==> config.mk <==
export PLATFORM = sky130hd
export DESIGN_NAME = pixel_saturate_to_ascii_glyph_unit
export DESIGN_NICKNAME = d
export VERILOG_FILES = /design/src/hw/rtl/pgu_pkg.sv /design/src/hw/rtl/pgu_isqrt_stage.sv /design/src/hw/rtl/pixel_saturate_to_ascii_glyph_unit.sv
export SDC_FILE = /design/constraint.sdc
export NUM_CORES = 2
export LEC_CHECK = 0
export BUFFER_PORTS_ARGS = -buffer_cell sky130_fd_sc_hd__buf_2
export CAP_MARGIN = 25
export CORE_ASPECT_RATIO = 1.4
export CORE_MARGIN = 5
export CORE_UTILIZATION = 55
export DETAILED_ROUTE_END_ITERATION = 12
export PLACE_DENSITY = 0.8
export REMOVE_ABC_BUFFERS = 1
export SLEW_MARGIN = 0
export SYNTH_ARGS = -nofsm -noshare
export SYNTH_HDL_FRONTEND = slang
export SYNTH_SLANG_ARGS = --single-unit
==> constraint.sdc <==
create_clock -name clk -period 25 [get_ports clk]
set_input_delay 1.25 -clock clk [delete_from_list [all_inputs] [get_ports clk]]
set_output_delay 1.25 -clock clk [all_outputs]
set_load 0.02 [all_outputs]
==> src/hw/rtl/pgu_pkg.sv <==
// ----------------------------------------------------------------------------
// pgu_pkg
// Shared widths, constants, types and helper functions of the pixel to
// glyph unit.
// ----------------------------------------------------------------------------
`timescale 1ns / 1ps

package pgu_pkg;

  // pixel and gain formats
  localparam int CH_W       = 8;
  localparam int GAIN_W     = 12;
  localparam logic [GAIN_W-1:0] GAIN_RESET = 12'd384;

  // configuration port
  localparam int CFG_IDX_W  = 1;
  localparam int CFG_DATA_W = 12;
  localparam logic [CFG_IDX_W-1:0] CFG_COLOR_ENABLE    = 1'd0;
  localparam logic [CFG_IDX_W-1:0] CFG_SATURATION_GAIN = 1'd1;

  // brightness weights, Q0.16
  localparam logic [15:0] P_W_R = 16'd19595;
  localparam logic [15:0] P_W_G = 16'd38470;
  localparam logic [15:0] P_W_B = 16'd7471;

  // luma weights, Q0.16
  localparam int unsigned LUMA_W_R = 13933;
  localparam int unsigned LUMA_W_G = 46871;
  localparam int unsigned LUMA_W_B = 4732;
  localparam int LUMA_SHIFT = 28;

  // square root: 24-bit radicand, 12-bit root, two root bits per stage
  localparam int RAD_W               = 24;
  localparam int ROOT_W              = 12;
  localparam int REM_W               = 14;
  localparam int SQRT_STEPS_PER_STAGE = 2;
  localparam int SQRT_STAGES         = ROOT_W / SQRT_STEPS_PER_STAGE;

  // saturation arithmetic
  localparam int DIFF_W  = 13;
  localparam int PROD_W  = DIFF_W + GAIN_W + 1;
  localparam int CLAMP_W = 20;
  localparam logic [CLAMP_W-1:0] FULL_CH = 20'd1044480;

  // glyph table
  localparam int GLYPH_COUNT_DEF = 30;
  localparam int ROM_IDX_W       = 6;
  localparam int GLYPH_W         = 7;
  localparam int GLYPH_TABLE_LEN = 30;
  localparam logic [GLYPH_W-1:0] GLYPH_SPACE = 7'd32;
  localparam logic [GLYPH_W-1:0] GLYPH_TABLE [0:GLYPH_TABLE_LEN-1] = '{
    7'd78, 7'd64, 7'd35, 7'd87, 7'd36, 7'd57, 7'd56, 7'd55, 7'd54, 7'd53,
    7'd52, 7'd51, 7'd50, 7'd49, 7'd48, 7'd63, 7'd33, 7'd97, 7'd98, 7'd99,
    7'd59, 7'd58, 7'd43, 7'd61, 7'd45, 7'd95, 7'd44, 7'd46, 7'd32, 7'd32
  };

  typedef struct packed {
    logic [CH_W-1:0] red;
    logic [CH_W-1:0] green;
    logic [CH_W-1:0] blue;
    logic            row_end;
  } pix_t;

  typedef struct packed {
    logic [RAD_W-1:0]  rad;
    logic [REM_W-1:0]  rem;
    logic [ROOT_W-1:0] root;
  } sqrt_state_t;

  // c*16 - p, both with four fraction bits
  function automatic logic signed [DIFF_W-1:0] sat_diff(input logic [CH_W-1:0] c,
                                                        input logic [ROOT_W-1:0] p4);
    sat_diff = $signed({1'b0, c, 4'b0000}) - $signed({1'b0, p4});
  endfunction

  // p*256 + product, clamped to 0..255.0 in Q8.12
  function automatic logic [CLAMP_W-1:0] sat_clamp(input logic [ROOT_W-1:0] p4,
                                                   input logic signed [PROD_W-1:0] prod);
    logic signed [PROD_W:0] v;
    v = $signed({(PROD_W + 1 - ROOT_W - 8)'(0), p4, 8'h00}) + (PROD_W + 1)'(prod);
    if (v < 0) begin
      sat_clamp = '0;
    end else if (v > $signed({(PROD_W + 1 - CLAMP_W)'(0), FULL_CH})) begin
      sat_clamp = FULL_CH;
    end else begin
      sat_clamp = v[CLAMP_W-1:0];
    end
  endfunction

  // entries past the table read as space
  function automatic logic [GLYPH_W-1:0] glyph_lookup(input logic [ROM_IDX_W-1:0] idx);
    if (idx < ROM_IDX_W'(GLYPH_TABLE_LEN)) begin
      glyph_lookup = GLYPH_TABLE[idx[4:0]];
    end else begin
      glyph_lookup = GLYPH_SPACE;
    end
  endfunction

endpackage

==> src/hw/rtl/pgu_isqrt_stage.sv <==
// ----------------------------------------------------------------------------
// pgu_isqrt_stage
// One register stage of the pipelined integer square root: resolves two
// root bits by restoring trial subtraction and carries the pixel along.
// ----------------------------------------------------------------------------
`timescale 1ns / 1ps

module pgu_isqrt_stage
  import pgu_pkg::*;
(
  input  logic        clk,
  input  logic        rst,
  input  logic        en,
  input  logic        valid_in,
  input  sqrt_state_t state_in,
  input  pix_t        pix_in,
  output logic        valid,
  output sqrt_state_t state,
  output pix_t        pix
);

  sqrt_state_t state_next;

  always_comb begin
    logic [REM_W+1:0] rem_w;
    logic [REM_W+1:0] trial;
    state_next = state_in;
    for (int k = 0; k < SQRT_STEPS_PER_STAGE; k++) begin
      rem_w = {state_next.rem, state_next.rad[RAD_W-1 -: 2]};
      trial = (REM_W + 2)'({state_next.root, 2'b01});
      if (rem_w >= trial) begin
        state_next.rem  = REM_W'(rem_w - trial);
        state_next.root = {state_next.root[ROOT_W-2:0], 1'b1};
      end else begin
        state_next.rem  = REM_W'(rem_w);
        state_next.root = {state_next.root[ROOT_W-2:0], 1'b0};
      end
      state_next.rad = state_next.rad << 2;
    end
  end

  always_ff @(posedge clk) begin
    if (rst) begin
      valid <= 1'b0;
    end else if (en) begin
      valid <= valid_in;
    end
  end

  always_ff @(posedge clk) begin
    if (en) begin
      state <= state_next;
      pix   <= pix_in;
    end
  end

endmodule

==> src/hw/rtl/pixel_saturate_to_ascii_glyph_unit.sv <==
// ----------------------------------------------------------------------------
// pixel_saturate_to_ascii_glyph_unit
// Maps RGB pixels to a saturation-boosted colour and an ASCII glyph chosen
// by luma, one pixel every cycle while the output register is free or being
// drained. The pipeline holds the squaring, weighting and sum stages, the
// 6-stage square root of the brightness (two root bits per stage) and the
// multiply, clamp, luma, luma sum and output stages. All stages advance
// together: when a result sits in the output register and is not taken,
// the whole pipeline holds and in_ready drops. Configuration writes take
// effect at once and are meant to happen while no pixel is in flight.
// ----------------------------------------------------------------------------
`timescale 1ns / 1ps

module pixel_saturate_to_ascii_glyph_unit
  import pgu_pkg::*;
#(
  parameter int GLYPH_COUNT = GLYPH_COUNT_DEF
) (
  input  logic                  clk,
  input  logic                  rst,
  // configuration
  input  logic                  cfg_we,
  input  logic [CFG_IDX_W-1:0]  cfg_index,
  input  logic [CFG_DATA_W-1:0] cfg_data,
  // pixel in
  input  logic                  in_valid,
  output logic                  in_ready,
  input  logic [CH_W-1:0]       red_in,
  input  logic [CH_W-1:0]       green_in,
  input  logic [CH_W-1:0]       blue_in,
  input  logic                  row_end_in,
  // result out
  output logic                  out_valid,
  input  logic                  out_ready,
  output logic [GLYPH_W-1:0]    glyph_code,
  output logic [CH_W-1:0]       red_out,
  output logic [CH_W-1:0]       green_out,
  output logic [CH_W-1:0]       blue_out,
  output logic                  color_on,
  output logic                  row_end_out
);

  // luma weights pre-scaled by the glyph step count
  localparam int unsigned LW_R = LUMA_W_R * (GLYPH_COUNT - 1);
  localparam int unsigned LW_G = LUMA_W_G * (GLYPH_COUNT - 1);
  localparam int unsigned LW_B = LUMA_W_B * (GLYPH_COUNT - 1);
  localparam int LW_W    = $clog2(LW_G + 1);
  localparam int LUMA_PW = CLAMP_W + LW_W;
  localparam int LSUM_W  = LUMA_PW + 2;
  localparam int TW      = LSUM_W - LUMA_SHIFT;
  localparam int QT      = TW + 1;
  localparam int QW      = QT - 8;

  // ---------------- configuration registers ----------------
  logic              color_enable;
  logic [GAIN_W-1:0] saturation_gain;

  always_ff @(posedge clk) begin
    if (rst) begin
      color_enable    <= 1'b0;
      saturation_gain <= GAIN_RESET;
    end else if (cfg_we) begin
      unique case (cfg_index)
        CFG_COLOR_ENABLE:    color_enable    <= cfg_data[0];
        CFG_SATURATION_GAIN: saturation_gain <= cfg_data[GAIN_W-1:0];
      endcase
    end
  end

  // whole pipeline moves when the output register is free or being drained
  logic adv;
  assign adv      = ~out_valid | out_ready;
  assign in_ready = adv;

  // ---------------- stage 1: squares ----------------
  logic        s1_valid;
  pix_t        s1_pix;
  logic [15:0] s1_sq_r, s1_sq_g, s1_sq_b;

  always_ff @(posedge clk) begin
    if (rst) begin
      s1_valid <= 1'b0;
    end else if (adv) begin
      s1_valid <= in_valid;
    end
  end

  always_ff @(posedge clk) begin
    if (adv) begin
      s1_pix  <= '{red: red_in, green: green_in, blue: blue_in, row_end: row_end_in};
      s1_sq_r <= 16'(red_in) * 16'(red_in);
      s1_sq_g <= 16'(green_in) * 16'(green_in);
      s1_sq_b <= 16'(blue_in) * 16'(blue_in);
    end
  end

  // ---------------- stage 2: weighted squares ----------------
  logic        s2_valid;
  pix_t        s2_pix;
  logic [31:0] s2_wr, s2_wg, s2_wb;

  always_ff @(posedge clk) begin
    if (rst) begin
      s2_valid <= 1'b0;
    end else if (adv) begin
      s2_valid <= s1_valid;
    end
  end

  always_ff @(posedge clk) begin
    if (adv) begin
      s2_pix <= s1_pix;
      s2_wr  <= 32'(s1_sq_r) * 32'(P_W_R);
      s2_wg  <= 32'(s1_sq_g) * 32'(P_W_G);
      s2_wb  <= 32'(s1_sq_b) * 32'(P_W_B);
    end
  end

  // ---------------- stage 3: sum, square root setup ----------------
  logic        sq_valid [0:SQRT_STAGES];
  sqrt_state_t sq_state [0:SQRT_STAGES];
  pix_t        sq_pix   [0:SQRT_STAGES];
  logic [32:0] wsum;

  assign wsum = 33'(s2_wr) + 33'(s2_wg) + 33'(s2_wb);

  always_ff @(posedge clk) begin
    if (rst) begin
      sq_valid[0] <= 1'b0;
    end else if (adv) begin
      sq_valid[0] <= s2_valid;
    end
  end

  always_ff @(posedge clk) begin
    if (adv) begin
      sq_pix[0]   <= s2_pix;
      sq_state[0] <= '{rad: wsum[31:8], rem: '0, root: '0};
    end
  end

  // ---------------- square root pipeline ----------------
  for (genvar i = 0; i < SQRT_STAGES; i++) begin : g_sqrt
    pgu_isqrt_stage u_stage (
      .clk      (clk),
      .rst      (rst),
      .en       (adv),
      .valid_in (sq_valid[i]),
      .state_in (sq_state[i]),
      .pix_in   (sq_pix[i]),
      .valid    (sq_valid[i+1]),
      .state    (sq_state[i+1]),
      .pix      (sq_pix[i+1])
    );
  end

  // ---------------- saturation products ----------------
  logic                     m_valid;
  logic                     m_row_end;
  logic [ROOT_W-1:0]        m_p4;
  logic signed [PROD_W-1:0] m_prod_r, m_prod_g, m_prod_b;
  logic [ROOT_W-1:0]        p4;
  logic signed [GAIN_W:0]   gain_s;

  assign p4     = sq_state[SQRT_STAGES].root;
  assign gain_s = $signed({1'b0, saturation_gain});

  always_ff @(posedge clk) begin
    if (rst) begin
      m_valid <= 1'b0;
    end else if (adv) begin
      m_valid <= sq_valid[SQRT_STAGES];
    end
  end

  always_ff @(posedge clk) begin
    if (adv) begin
      m_row_end <= sq_pix[SQRT_STAGES].row_end;
      m_p4      <= p4;
      m_prod_r  <= sat_diff(sq_pix[SQRT_STAGES].red, p4) * gain_s;
      m_prod_g  <= sat_diff(sq_pix[SQRT_STAGES].green, p4) * gain_s;
      m_prod_b  <= sat_diff(sq_pix[SQRT_STAGES].blue, p4) * gain_s;
    end
  end

  // ---------------- add brightness and clamp ----------------
  logic               c_valid;
  logic               c_row_end;
  logic [CLAMP_W-1:0] c_rc, c_gc, c_bc;

  always_ff @(posedge clk) begin
    if (rst) begin
      c_valid <= 1'b0;
    end else if (adv) begin
      c_valid <= m_valid;
    end
  end

  always_ff @(posedge clk) begin
    if (adv) begin
      c_row_end <= m_row_end;
      c_rc      <= sat_clamp(m_p4, m_prod_r);
      c_gc      <= sat_clamp(m_p4, m_prod_g);
      c_bc      <= sat_clamp(m_p4, m_prod_b);
    end
  end

  // ---------------- luma products ----------------
  logic               l_valid;
  logic               l_row_end;
  logic [CH_W-1:0]    l_red, l_green, l_blue;
  logic [LUMA_PW-1:0] l_lr, l_lg, l_lb;

  always_ff @(posedge clk) begin
    if (rst) begin
      l_valid <= 1'b0;
    end else if (adv) begin
      l_valid <= c_valid;
    end
  end

  always_ff @(posedge clk) begin
    if (adv) begin
      l_row_end <= c_row_end;
      l_red     <= c_rc[CLAMP_W-1 -: CH_W];
      l_green   <= c_gc[CLAMP_W-1 -: CH_W];
      l_blue    <= c_bc[CLAMP_W-1 -: CH_W];
      l_lr      <= LUMA_PW'(c_rc) * LUMA_PW'(LW_R);
      l_lg      <= LUMA_PW'(c_gc) * LUMA_PW'(LW_G);
      l_lb      <= LUMA_PW'(c_bc) * LUMA_PW'(LW_B);
    end
  end

  // ---------------- luma sum, scaled ----------------
  logic              t_valid;
  logic              t_row_end;
  logic [CH_W-1:0]   t_red, t_green, t_blue;
  logic [TW-1:0]     t_val;
  logic [LSUM_W-1:0] lsum;

  assign lsum = LSUM_W'(l_lr) + LSUM_W'(l_lg) + LSUM_W'(l_lb);

  always_ff @(posedge clk) begin
    if (rst) begin
      t_valid <= 1'b0;
    end else if (adv) begin
      t_valid <= l_valid;
    end
  end

  always_ff @(posedge clk) begin
    if (adv) begin
      t_row_end <= l_row_end;
      t_red     <= l_red;
      t_green   <= l_green;
      t_blue    <= l_blue;
      t_val     <= lsum[LSUM_W-1:LUMA_SHIFT];
    end
  end

  // ---------------- divide by 255, glyph lookup, output register ----------------
  logic [QT-1:0] t_adj;
  logic [QW-1:0] q;

  // floor(t / 255) = (t + (t >> 8) + 1) >> 8 while the quotient stays below 256
  always_comb begin
    t_adj = QT'(t_val) + QT'(t_val >> 8) + QT'(1);
    q     = t_adj[QT-1:8];
    if (q > QW'(GLYPH_COUNT - 1)) begin
      q = QW'(GLYPH_COUNT - 1);
    end
  end

  always_ff @(posedge clk) begin
    if (rst) begin
      out_valid <= 1'b0;
    end else if (adv) begin
      out_valid <= t_valid;
    end
  end

  always_ff @(posedge clk) begin
    if (adv) begin
      glyph_code  <= glyph_lookup(ROM_IDX_W'(q));
      red_out     <= t_red;
      green_out   <= t_green;
      blue_out    <= t_blue;
      color_on    <= color_enable;
      row_end_out <= t_row_end;
    end
  end

endmodule

# [Word level (Yosys, flattened, before mapping)]
# Memory sizes are Yosys's and may differ from the RTL's. A register that Yosys moved wholly into a read port is not among the register bits.
# Cells that the tools add are included.
[totals] regBits=976 romBits=224 inputBits=43 output_inout_bits=35 word_cells=186 n_memories=1
[mem_list] name="(name not given)" words=32 word_bits=7 rd=1 rd_clocked_by_memory_dff=1 write_ports=0 line="pgu_pkg.sv:93" text="glyph_lookup = GLYPH_TABLE[idx[4:0]];"
[classes] add_sub_neg=23 n_mul=12 magnitude_cmp=20 muxes=16 bitwise=4 n_reduce_logical=6
[op_table] cell="$mux 26" n=11
[op_table] cell="$ge 16x14->1" n=11
[op_table] cell="$sub 14x14->14" n=10
[op_table] cell="$add 21x26->27" n=3
[op_table] cell="$gt 27x21->1 const B" n=3
[op_table] cell="$lt 27x1->1 const B" n=3
[op_table] cell="$mul 13x13->26" n=3
[op_table] cell="$mul 16x15->31 const B" n=2
[op_table] cell="$mux 20" n=3
[op_table] cell="$mul 8x8->16" n=3
[op_table] cell="$add 42x38->43" n=1
[op_table] cell="$add 39x41->42" n=1
[op_table] cell="$mul 20x21->41 const B" n=1
[op_table] cell="$mul 20x19->39 const B" n=1
[op_table] cell="$sub 12x12->13" n=3
[op_table] cell="$mul 20x16->36 const B" n=1
[op_table] cell="$add 31x32->32" n=1
[op_table] cell="$add 32x29->32" n=1
[op_table] cell="$mul 16x13->29 const B" n=1
[op_table] cell="$add 15x7->16" n=1
[op_table] cell="$add 16x1->16 const B" n=1
[op_table] cell="$gt 8x5->1 const B" n=1
[op_table] cell="$lt 6x5->1 const B" n=1
[op_table] cell="$mux 6" n=1
[op_table] cell="9 further kinds" n=13

# [Depth between registers and ports, before layout]
[depth] ltp_word=6 ltp_mapped=34 ltp_nobuf=32

# [By module]
# From an unflattened synthesis, not the netlist that was laid out.
[unflattened] hier_cells=9085 area_unflattened_um2=99938.3
[modules_own_cells] mod="pixel_saturate_to_ascii_glyph_unit" n_inst=1 cells_per_inst=7057 area_per_inst_um2=75757.7 seq_area_each_um2=17927.2
[modules_own_cells] mod="pgu_isqrt_stage" n_inst=6 cells_per_inst=338 area_per_inst_um2=4030.1 seq_area_each_um2=2152.1

# [Least setup slack after synthesis]
# Ideal clock, no wire load.
[synth_timing] path_kind="input -> register" start="input port out_ready" end="register blue_out[0] (enable)" t_arrival_ns=25.956 required_time_ns=23.378 setup_slack_ns=-2.579 cell_stages=3 path_cell_list="nor2b_1 inv_1 clkbuf_1"
[synth_between] elab_chain_len=1
[synth_rtl] item="start, declared" line="pixel_saturate_to_ascii_glyph_unit.sv:34" text="input logic out_ready,"
[synth_rtl] item="$or 1x1->1" line="pixel_saturate_to_ascii_glyph_unit.sv:72" text="assign adv = ~out_valid | out_ready;"
[synth_rtl] item="via in_ready" line="pixel_saturate_to_ascii_glyph_unit.sv:27" text="output logic in_ready,"
[synth_rtl] item="end signal, assigned" line="pixel_saturate_to_ascii_glyph_unit.sv:287" text="blue_out <= t_blue;"
[synth_rtl] item="end, declared" line="pixel_saturate_to_ascii_glyph_unit.sv:38" text="output logic [CH_W-1:0] blue_out,"
# The timed path passes the listed nets, and every way through them passes these cells.
# A chain may end at the register's enable or synchronous reset.

# [Worst setup path after layout]
[layout_timing] start="register g_sqrt[5].u_stage.state[0] (netlist bit)" end="register m_prod_g[25] (data pin)"
[layout_between] elab_chain_len=2
[layout_rtl] item="start, declared" line="pgu_isqrt_stage.sv:18" text="output sqrt_state_t state,"
[layout_rtl] item="start signal, assigned" line="pgu_isqrt_stage.sv:52" text="state <= state_next;"
[layout_rtl] item="$sub 12x12->13" line="pgu_pkg.sv:73" text="sat_diff = $signed({1'b0, c, 4'b0000}) - $signed({1'b0, p4});"
[layout_rtl] item="$mul 13x13->26" line="pixel_saturate_to_ascii_glyph_unit.sv:181" text="m_prod_g <= sat_diff(sq_pix[SQRT_STAGES].green, p4) * gain_s;"
[layout_rtl] item="end signal, assigned" line="pixel_saturate_to_ascii_glyph_unit.sv:181"
[layout_rtl] item="end, declared" line="pixel_saturate_to_ascii_glyph_unit.sv:161" text="logic signed [PROD_W-1:0] m_prod_r, m_prod_g, m_prod_b;"
# No other way between the ends.

==> run_summary.xml <==
<?xml version="1.0" encoding="UTF-8"?>
<metrics>
  <group name="outcome">
    <metric name="run_status" unit="">complete, no violations</metric>
  </group>
  <group name="clocking">
    <metric name="worstSkewPairLatency" unit="ns">0.74</metric>
    <metric name="holdBufCountCts" unit="">0</metric>
    <metric name="tritoncts.num_buffers" unit="">93</metric>
    <metric name="root_buffer" unit="">sky130_fd_sc_hd__clkbuf_16</metric>
    <metric name="clkSinkCount" unit="">926</metric>
    <metric name="cts_repair_resize_count" unit="">0</metric>
    <metric name="tritoncts" unit="">yes</metric>
    <metric name="cts.htree.levels" unit="">3</metric>
    <metric name="cts_setup_buffers" unit="">0</metric>
    <metric name="clk_pin_slew" unit="ns">0.07</metric>
    <metric name="cts_buffer_depth" unit="">3</metric>
  </group>
  <group name="floorplan">
    <metric name="starting_density_of_the_core" unit="%">55.1</metric>
    <metric name="die_h" unit="um">492</metric>
    <metric name="floorplan.io_pins" unit="">78</metric>
    <metric name="die-width" unit="um">355</metric>
    <metric name="floorplan.rows" unit="">177</metric>
    <metric name="floorplan.die_area" unit="um2">175000</metric>
    <metric name="core_region_area" unit="um2">166000</metric>
  </group>
  <group name="timing">
    <metric name="tns" unit="ns">0</metric>
    <metric name="worst-slew-pin-transition" unit="ns">1.08</metric>
    <metric name="final_min_period_over_clock_period" unit="%">32.9</metric>
    <metric name="setup_viol" unit="">0</metric>
    <metric name="slew_hr" unit="%">27.3</metric>
    <metric name="max_freq" unit="MHz">121</metric>
    <metric name="fin_worst_skew" unit="ns">0.0302</metric>
    <metric name="final_hold_viol_count" unit="">0</metric>
    <metric name="final_max_slew_viol_count" unit="">0</metric>
    <metric name="grt_setup_unrepaired" unit="">false</metric>
    <metric name="period_minus_slack" unit="ns">8.24</metric>
  </group>
  <group name="flow_run">
    <metric name="max_cap_viol_count" unit="">0</metric>
  </group>
  <group name="worst_setup_path">
    <metric name="timing.critical_path.buf_inv" unit="">6</metric>
    <metric name="critPathCaptureType" unit="">register</metric>
    <metric name="crit_family" unit="">adder cells</metric>
    <metric name="crit_required" unit="ns">25.54</metric>
    <metric name="timing.setup.critical_path_class" unit="">register to register</metric>
    <metric name="cpPeakStageDelay" unit="ns">0.71</metric>
    <metric name="critical_path_peak_fanout" unit="">16</metric>
    <metric name="worst_setup_path_start_kind" unit="">register</metric>
    <metric name="worst-endpoint-arrival" unit="ns">8.78</metric>
    <metric name="worst_path_max_delay_cell" unit="">sky130_fd_sc_hd__xnor2_1</metric>
  </group>
  <group name="placement">
    <metric name="place.detailed.hpwl" unit="um">165000</metric>
    <metric name="buffer_ports.inserted" unit="">77</metric>
    <metric name="finalWeightedCongestion" unit="">0.924</metric>
  </group>
  <group name="synthesis">
    <metric name="async_reset_ff_share" unit="%">0</metric>
    <metric name="ys_warn_count" unit="">0</metric>
    <metric name="synth_area_leaders" unit="">sky130_fd_sc_hd__edfxtp_1 (30%), sky130_fd_sc_hd__fa_1 (23%), sky130_fd_sc_hd__ha_1 (18%)</metric>
    <metric name="yosys_register_bits" unit="">926</metric>
    <metric name="cell_accounting_for_the_most_synthesized_area" unit="">sky130_fd_sc_hd__edfxtp_1</metric>
    <metric name="netlist.area_leader.share" unit="%">29.5</metric>
    <metric name="synthesis.area" unit="um2">91500</metric>
    <metric name="synth-seq-area-share" unit="%">30.1</metric>
    <metric name="ys_dominant_reg_cell" unit="">sky130_fd_sc_hd__edfxtp_1</metric>
    <metric name="postSynthCellCount" unit="">8314</metric>
    <metric name="synth_cell_type_count" unit="">97</metric>
    <metric name="synth_edf_count" unit="">899</metric>
    <metric name="synthesized_area_per_cell" unit="um2">11.0</metric>
  </group>
  <group name="detailed_routing">
    <metric name="via_count" unit="">59100</metric>
    <metric name="drt_iter0_drc" unit="">3158</metric>
    <metric name="route.detailed.vias_per_inst" unit="">5.56</metric>
    <metric name="final_wirelength" unit="um">199000</metric>
    <metric name="drc" unit="">0</metric>
    <metric name="first_pass_iters" unit="">6</metric>
    <metric name="post_route_ant_nets" unit="">0</metric>
    <metric name="wire_per_inst" unit="um">18.7</metric>
  </group>
  <group name="hold_path">
    <metric name="worst_hold_path_type" unit="">register to register</metric>
  </group>
  <group name="global_routing">
    <metric name="antenna_found_initial" unit="">1</metric>
    <metric name="track_usage" unit="%">23.1</metric>
    <metric name="grt_first_pass_wirelength" unit="um">323000</metric>
    <metric name="first_global_vias" unit="">64100</metric>
    <metric name="grt_overflow" unit="">0</metric>
    <metric name="largest_net_degree_at_the_start_of_global_routing" unit="">177</metric>
  </group>
  <group name="layout">
    <metric name="fraction_of_final_layout_cells_with_drive_strength_greater_than_1" unit="%">3.97</metric>
    <metric name="finalNetCount" unit="">10800</metric>
    <metric name="syn_to_final_growth" unit="%">6.74</metric>
  </group>
</metrics>
metrics by stage:
| step | cells | area [um2] | setup WS [ns] | util (%) | hold slack [ns] |
|---|---|---|---|---|---|
| floorplan | 8189 | 91000 | 4.81 | - | 0.400 |
| global placement | 10400 | 94300 | 16.60 | 56.9 | 0.400 |
| detailed placement | 10400 | 94300 | 16.41 | 56.9 | 0.405 |
| CTS | 10600 | 97500 | 16.36 | 58.8 | 0.404 |
| global route | 10600 | 97600 | 16.21 | 58.9 | 0.419 |
| finish | 10600 | 97600 | 16.76 | 58.9 | 0.403 |
cell usage in the layout, fill, tap and decap left out, drive strengths merged, types with 36 or more instances in the layout:
| master | instances |
|---|---|
| nand2 | 476 |
| nor2 | 285 |
| o21a | 67 |
| nand4 | 44 |
| edfxtp | 899 |
| inv | 1693 |
| buf | 119 |
| fa | 1044 |
| a31oi | 36 |
| nand2b | 64 |
| a21oi | 363 |
| nor3 | 101 |
| a211oi | 39 |
| and2 | 308 |
| clkbuf | 115 |
| ha | 1310 |
| nand3 | 78 |
| xor2 | 149 |
| a21o | 139 |
| o21bai | 66 |
| and3 | 45 |
| nor2b | 62 |
| xnor2 | 317 |
| o21ai | 186 |
routing by layer:
layer / part of all wire (%) / vias up / GRT usage [%]
met5: 0 / - / 0
met1: 34 / 29300 / 23.5
met3: 3.3 / 657 / 2.38
li1: - / 27800 / -
met2: 54 / 1352 / 44.2
met4: 8.2 / 0 / 15.9
layout make-up:
cell class,count,area [um2]
tap,2148,2690
clock inverter,59,741
fill,13300,68200
antenna,1,2.50
sequential,926,27500
clock buffer,114,2470
inverter,1680,6310
timing repair buffer,120,742
multi-input combinational,5583,57100
synth_stat cells (all sizes together), types with 9 or more instances:
master / count
nand4: 44
nor3b: 15
o22ai: 12
or4: 10
ha: 1310
a221oi: 12
mux2: 18
xor2: 149
fa: 1044
nand3: 78
nor4: 25
inv: 1679
dfxtp: 27
or3: 26
or2: 25
nand3b: 13
buf: 10
a31oi: 36
o21ai: 186
clkbuf: 118
nor2b: 62
o21a: 67
a211oi: 39
a21o: 139
o31ai: 30
nor2: 285
nand2b: 64
o21bai: 66
a31o: 9
and2: 308
nand2: 476
a21boi: 19
o211ai: 20
a21oi: 363
edfxtp: 899
nor3: 101
and3: 45
mux2i: 15
a2111oi: 10
xnor2: 317
flip-flops by register name, indices dropped and copies added, names as in the netlist, 12 cells and up:
name and count:
saturation_gain 12, s2_pix 25, m_prod_g 22, s1_sq_r 14, c_gc 20, g_sqrt.u_stage.state 166
s1_pix 25, m_prod_b 22, s1_sq_g 14, c_rc 20, sq_state 24, sq_pix 25
s1_sq_b 14, g_sqrt.u_stage.pix 150, s2_wb 27, s2_wr 29, m_p4 12, t_val 14
l_lg 41, l_lb 36, l_lr 39, c_bc 20, m_prod_r 26, s2_wg 29
path summary, 6_finish.rpt:
path / start / to / slack (ns) / cells after the start
hold reg to reg: g_sqrt[4].u_stage.pix[17]$_DFFE_PP_ / g_sqrt[5].u_stage.pix[17]$_DFFE_PP_ / 0.40 / 0
hold / removal: g_sqrt[4].u_stage.pix[17]$_DFFE_PP_ / g_sqrt[5].u_stage.pix[17]$_DFFE_PP_ / 0.40 / 0
setup reg to reg: g_sqrt[5].u_stage.state[0]$_DFFE_PP_ / m_prod_g[25]$_DFFE_PP_ / 16.76 / 29
setup / recovery: g_sqrt[5].u_stage.state[0]$_DFFE_PP_ / m_prod_g[25]$_DFFE_PP_ / 16.76 / 29
worst register-to-register path, delay by kind of cell, from the launching register on:
kind | cells | cell delay, ns
adder cells (fa/ha/maj) | 6 | 2.62
flip-flops | 1 | 0.60
AO/OA/AOI/OAI | 12 | 2.18
buffers and inverters | 6 | 0.58
AND/OR/NAND/NOR | 4 | 1.34
XOR/XNOR | 1 | 0.71
logic make-up (layout without fill, tap and decap cells):
logic type                 after synthesis  in the layout  synth area share [%]
AOI/OAI and AO/OA                     1114           1114                  7.88
other                                    2              6               0.00821
muxes                                   33             33                 0.398
DFF                                    926            926                  30.1
adders and majority gates             2354           2354                  40.8
and+or+nand+nor                       1611           1611                  8.91
buffers and inverters                 1808           1973                  7.45
xor gates and xnor gates               466            466                  4.47
Power is not shown: default switching activity piles up to over one toggle a cycle in this logic, so the estimate is an artifact.
